**src/hw/rtl/salc_pkg.sv**
```systemverilog
// Shared constants, codes and controller/datapath link types for the
// set-associative LRU cache simulator. No dependencies.
package salc_pkg;

    localparam int SET_BITS_MAX = 6;
    localparam int WAYS         = 4;
    localparam int ADDR_BITS    = 64;

    localparam int SETS     = 1 << SET_BITS_MAX;
    localparam int SET_W    = (SET_BITS_MAX > 0) ? SET_BITS_MAX : 1;
    localparam int WAY_W    = (WAYS > 1) ? $clog2(WAYS) : 1;
    localparam int WCNT_W   = $clog2(WAYS + 1);
    localparam int TAG_W    = ADDR_BITS;
    localparam int STAMP_W  = 32;
    localparam int TOTAL_W  = 32;

    localparam logic [1:0] CMD_LOAD   = 2'd0;
    localparam logic [1:0] CMD_STORE  = 2'd1;
    localparam logic [1:0] CMD_MODIFY = 2'd2;

    localparam logic [1:0] CFG_SET_BITS    = 2'd0;
    localparam logic [1:0] CFG_OFFSET_BITS = 2'd1;
    localparam logic [1:0] CFG_WAYS        = 2'd2;

    typedef struct packed {
        logic accept;
        logic probe_rd;
        logic probe_wr;
        logic load_out;
    } t_dp_cmd;

    typedef struct packed {
        logic noop;
        logic more;
    } t_dp_st;

endpackage

```
**src/hw/rtl/salc_ctrl.sv**
```systemverilog
// Sequencer for the cache simulator: accept, per-probe read and update, result.
// Depends on salc_pkg.
module salc_ctrl (
    input  logic              i_clk,
    input  logic              i_rst_n,
    input  logic              i_in_valid,
    output logic              o_in_stall,
    output logic              o_out_valid,
    input  logic              i_out_stall,
    output salc_pkg::t_dp_cmd o_cmd,
    input  salc_pkg::t_dp_st  i_st
);
    typedef enum logic [3:0] {
        S_IDLE = 4'b0001,
        S_READ = 4'b0010,
        S_CMP  = 4'b0100,
        S_DONE = 4'b1000
    } t_state;

    t_state r_state, n_state;
    logic   r_out_valid, n_out_valid;

    assign o_in_stall  = (r_state != S_IDLE);
    assign o_out_valid = r_out_valid;

    always_comb begin
        n_state        = r_state;
        o_cmd          = '0;
        n_out_valid    = r_out_valid && i_out_stall;
        case (r_state)
            S_IDLE: begin
                if (i_in_valid) begin
                    o_cmd.accept = 1'b1;
                    n_state      = S_READ;
                end
            end
            S_READ: begin
                if (i_st.noop) begin
                    n_state = S_DONE;
                end else begin
                    o_cmd.probe_rd = 1'b1;
                    n_state        = S_CMP;
                end
            end
            S_CMP: begin
                o_cmd.probe_wr = 1'b1;
                n_state        = i_st.more ? S_READ : S_DONE;
            end
            S_DONE: begin
                if (!r_out_valid || !i_out_stall) begin
                    o_cmd.load_out = 1'b1;
                    n_out_valid    = 1'b1;
                    n_state        = S_IDLE;
                end
            end
            default: begin
                n_state = S_IDLE;
            end
        endcase
    end

    always_ff @(posedge i_clk) begin
        if (!i_rst_n) begin
            r_state     <= S_IDLE;
            r_out_valid <= 1'b0;
        end else begin
            r_state     <= n_state;
            r_out_valid <= n_out_valid;
        end
    end

    a_cmp_after_read: assert property (@(posedge i_clk) disable iff (!i_rst_n)
        r_state == S_CMP |-> $past(r_state) == S_READ) else $error("compare without read");
    a_no_overwrite: assert property (@(posedge i_clk) disable iff (!i_rst_n)
        o_cmd.load_out |-> !(r_out_valid && i_out_stall)) else $error("result overwritten");
    a_accept_reads: assert property (@(posedge i_clk) disable iff (!i_rst_n)
        o_cmd.accept |=> r_state == S_READ) else $error("accept not followed by read");
endmodule

```
**config.mk**
```make
export PLATFORM = sky130hd
export DESIGN_NAME = salc_ctrl
export DESIGN_NICKNAME = d
export VERILOG_FILES = /design/src/hw/rtl/salc_pkg.sv /design/src/hw/rtl/salc_ctrl.sv
export SDC_FILE = /design/constraint.sdc
export NUM_CORES = 1
export LEC_CHECK = 0
export BUFFER_PORTS_ARGS = -buffer_cell sky130_fd_sc_hd__buf_2
export CORE_AREA = 3 3 40 42
export DETAILED_ROUTE_END_ITERATION = 10
export DIE_AREA = 0 0 43 45
export HOLD_SLACK_MARGIN = 0.05
export MAX_ROUTING_LAYER = met4
export PLACE_DENSITY = 0.41
export SLEW_MARGIN = 20
export SYNTH_ARGS = -nofsm -noshare
export SYNTH_HDL_FRONTEND = slang
export SYNTH_SLANG_ARGS = --single-unit
```
**constraint.sdc**
```tcl
create_clock -name i_clk -period 1.5 [get_ports i_clk]
set_clock_uncertainty 0.2 [all_clocks]
set_input_delay 0 -clock i_clk [delete_from_list [all_inputs] [get_ports i_clk]]
set_output_delay 0 -clock i_clk [all_outputs]
set_load 0.005 [all_outputs]
```
# == Yosys cells after proc, flatten, opt, wreduce, memory -nomap -nowiden ==
# Index checks and enable logic that the tools add are counted.
# totals
input_bits,6
output_inout_bits,6
ff_bits,5
# classes
muxes,14
n_eq_ne,7
n_reduce_logical,5
# op_table
op,count
$mux 4,4
$pmux 4 s4,1
$mux 1,9
$eq 4x1->1 const B,1
$eq 4x2->1 const B,1
$eq 4x3->1 const B,1
$eq 4x4->1 const B,1
$ne 2x2->1 const B,2
$ne 4x1->1 const B,1
$logic_not 1->1,2
$reduce_and 2->1,1
$logic_and 1x1->1,1
$logic_or 1x1->1,1

# == Longest topological paths before layout ==
# depth
word_depth,4
depth_mapped,3
mapped_depth_nobuf,3

# == Worst setup path before layout ==
# OpenSTA, ideal clock, no wires.
# synth_path
kind,flip-flop to flip-flop
from,register r_state[1]
to,register r_state[0]
path_stages_with_launch,4
n_path_buf,0
period_less_slack_ps,1399
slack_ps,101
setup_ps,121
arrival_ps,1078
cell_sequence,dfxtp_1 or4b_4 nor2_4 o31ai_1
# synth_between
elab_chain_cells,3
# synth_rtl
item,line,rtl
from (decl),salc_ctrl.sv:20,"t_state r_state, n_state;"
from (signal assigned),salc_ctrl.sv:67,r_state <= n_state;
$eq 4x4->1 / $eq 4x1->1 (equally long branches),salc_ctrl.sv:30,case (r_state)
$ne 2x2->1 (no source line),-,
$reduce_and 2->1 (no source line),-,
# Several ways; a longest one is shown, not always the timed one.
# A chain may end at the register's enable or synchronous reset.

==> metrics.md <==
| Metric | Value |
|---|---|
| Via count | 307 |
| Top post-synthesis cells by area | dfxtp_1 38%, nor4b_2 5.7%, or4b_4 5.3%, and2_1 4.8%, nor2_4 4.3% |
| Detail Route Antenna Nets | 0 |
| Commonest cells after routing, fill and taps aside | 11 x buf_2, 6 x buf_4, 5 x dlygate4sd3_1 |
| Worst Tran Pin Value | 0.262 ns |
| Hold WC Path Type | in2reg |
| Fraction of the mapped netlist area in adder cells | 0% |
| Starting Density | 20.4% |
| Fin crit period | 1.54 ns |
| Commonest non-fill, non-tap cell in the layout | buf_2 |
| Leading area contributor after synthesis | dfxtp_1 |
| Sw Share | 22.3% |
| DRC marker count from the first detailed-route iteration | 4 |
| Post-synthesis sequential area ratio | 38.3% |
| Fmax achieved | 0.651 GHz |
| IO Pins | 12 |
| Sequential Area | 108 um^2 |
| Core area | 1280 um^2 |
| Via density | 4.58 |
| Row count | 13 |
| Flop pwr share | 39.8% |
| Area of the multi-input gates | 185 um^2 |
| Syn Inst Count | 26 |
| Switching pwr | 0.0000802 W |
| Worst Reg-to-Reg Cells | 4 |
| Setup TNS | -0.0856 ns |
| WHS Path Cells | 3 |
| Util after Layout | 38.3% |
| Final slew viol count | 0 |
| WL met3 | 54 um |
| First-pass DRT Iterations | 3 |
| Avg WL per Cell | 10.5 um |
| CP Capture Type | output port |
| Critical path type | reg2out |
| Peak supply drop | 0.335 mV |
| Startpoint types | register |
| CP required | 1.30 ns |
| Layout cells sized above 1 | 59.6% |
| Max_cap viols | 0 |
| # setup viols final | 4 |
| Crit path DAT | 1.34 ns |
| CTS tree | built |
| Final Hold Vio Count | 0 |
| Synth warn | 0 |
| CTS Buffer Depth | 2 |
| Pin count of the biggest net entering global routing | 8 |
| Gp weighted congestion | 0.717 |
| CTS buffer count | 3 |
| M1 wire length | 297 um |
| Fillers | 133 |
| First-pass GRT wire length | 1.21 mm |
| Cell Area, Synth | 262 um^2 |
| CTS Sinks | 5 |
| Power share of the clock group | 42.2% |
| Internal power | 0.000279 W |
| Relative slew slack | 82.4% |
| Synth Area in Simple Gates | 40.7% |
| Worst-path maximum fanout | 5 |
| Initial antenna violation count | 0 |
| #FFs+latches synth | 5 |
| Die height | 45 um |
| IO buf count | 11 |
| Power Density | 731 nW/um^2 |
| Tcrit/Tclk final | 102% |
| Die ar. | 1940 um^2 |
| RSZ-0062 raised after global routing | yes |
| Compound-Gate Fraction of Synth Area | 16.3% |
| Vias in the first global route | 307 |
| Final Power | 0.000360 W |
| Mapped Nets | 32 |
| Met2 Wirelength | 352 um |
| Largest family of logic cells by synthesized area | simple AND/OR/NAND/NOR gates |
| GRT Total Usage | 8.50% |
| Clk root buf | clkbuf_4 |
| Post-synth cell types | 21 |
| Die X | 43 um |
| Outcome | finished, violations left |
| Register clock-pin slew on the reported worst setup and hold paths | 0.04 ns |
| Post-synthesis average cell area | 10.1 um^2 |
| Detailed Route WL | 704 um |
| DRC | 0 |
| DP Worst Slack | 0.0566 ns |
| Synth Area in XOR/XNOR | 3.35% |
| Overflow after GRT | 0 |
| H-Tree Depth | 1 |
| Diode count | 0 |
| Failing checks | setup timing |
| Final HPWL DP | 544 um |
| Leakage | 0.213 nW |
| Final setup margin | -0.0354 ns |
| Syn-to-layout area delta | 88.0% |
| Worst skew pair latency | 0.23 ns |
| Max layer used | met3 |
| Fin nets | 59 |
| Mux cell area share after synthesis | 0% |
| Synth top area share | 38.3% |
| Combinational power share | 18.0% |
-- layer usage --
layer	GRT usage [%]	vias up
met5	-	-
met3	3.19	0
met2	14.7	8
met4	3.61	0
met1	8.70	144
li1	-	155
-- kinds of logic after synthesis --
family	after synthesis
AO/OA/AOI/OAI	6
XOR/XNOR	1
buffers and inverters	1
flip-flops	5
AND/OR/NAND/NOR	13
-- per-stage QoR --
step | cells | instance area (um^2) | hold WS, ns
final | 67 | 492 | 0.336
after global routing | 67 | 492 | 0.344
after CTS | 66 | 464 | 0.337
after detailed placement | 56 | 365 | 0.0354
after global placement | 56 | 365 | 0.0332
after floorplan | 26 | 262 | -0.145
-- area by class of cell --
| class | instances | area share [%] |
|---|---|---|
| inverter | 1 | 0.763 |
| sequential | 5 | 21.9 |
| tap | 15 | 3.82 |
| multi-input combinational | 20 | 37.7 |
| timing repair buffer | 22 | 30.5 |
| clock buffer | 4 | 5.34 |
-- power by group through the flow --
stage | clock, W | sequential, W | combinational, W
after floorplan | 0 | 0.000146 | 0.0000171
after global placement | 0 | 0.000145 | 0.0000475
after detailed placement | 0 | 0.000145 | 0.0000478
after CTS | 0.000155 | 0.000141 | 0.0000600
after global routing | 0.000162 | 0.000144 | 0.0000725
final | 0.000152 | 0.000143 | 0.0000648
-- registers in the layout, indices dropped and copies added (netlist names) --
| signal | count |
|---|---|
| o_out_valid | 1 |
| r_state | 4 |
-- worst paths after layout --
| kind | slack (ns) | startpoint | endpoint |
|---|---|---|---|
| worst min register to register | 0.37 | o_out_valid | o_out_valid |
| worst min-delay path | 0.34 | i_rst_n | r_state[0] |
| worst max-delay path | -0.04 | r_state[2] | o_cmd[0] |
| worst max register to register | -0.03 | r_state[2] | r_state[0] |
-- critical path: stages (launching register included) --
cell and delay, ns:
dfxtp_4 0.35, or4b_4 0.53, a21oi_2 0.11, buf_2 0.12
-- cell usage after synthesis --
cell	count
xnor2_1	1
a21boi_1	1
a22oi_1	1
nor4_1	1
nand2b_1	1
or4b_4	1
nor3b_1	1
or3b_1	1
and2_1	2
nand2_1	1
nor4b_1	1
nor2_4	1
inv_1	1
a21oi_1	1
o31ai_1	1
nand3b_1	1
nor3_1	1
nor4b_2	1
o21a_1	1
dfxtp_1	5
a211oi_1	1
-- repair_timing --
action | 4_1_cts | 5_1_grt
cloned | 0 | 0
setup endpoints to repair | 3 | 6
buffers inserted | 1 | 1
gates resized for setup | 5 | 5
pin swaps | 1 | 2
hold endpoints to repair | 5 | 0
hold buffers | 5 | 0
No activity file was read; power rests on OpenSTA's default activity.
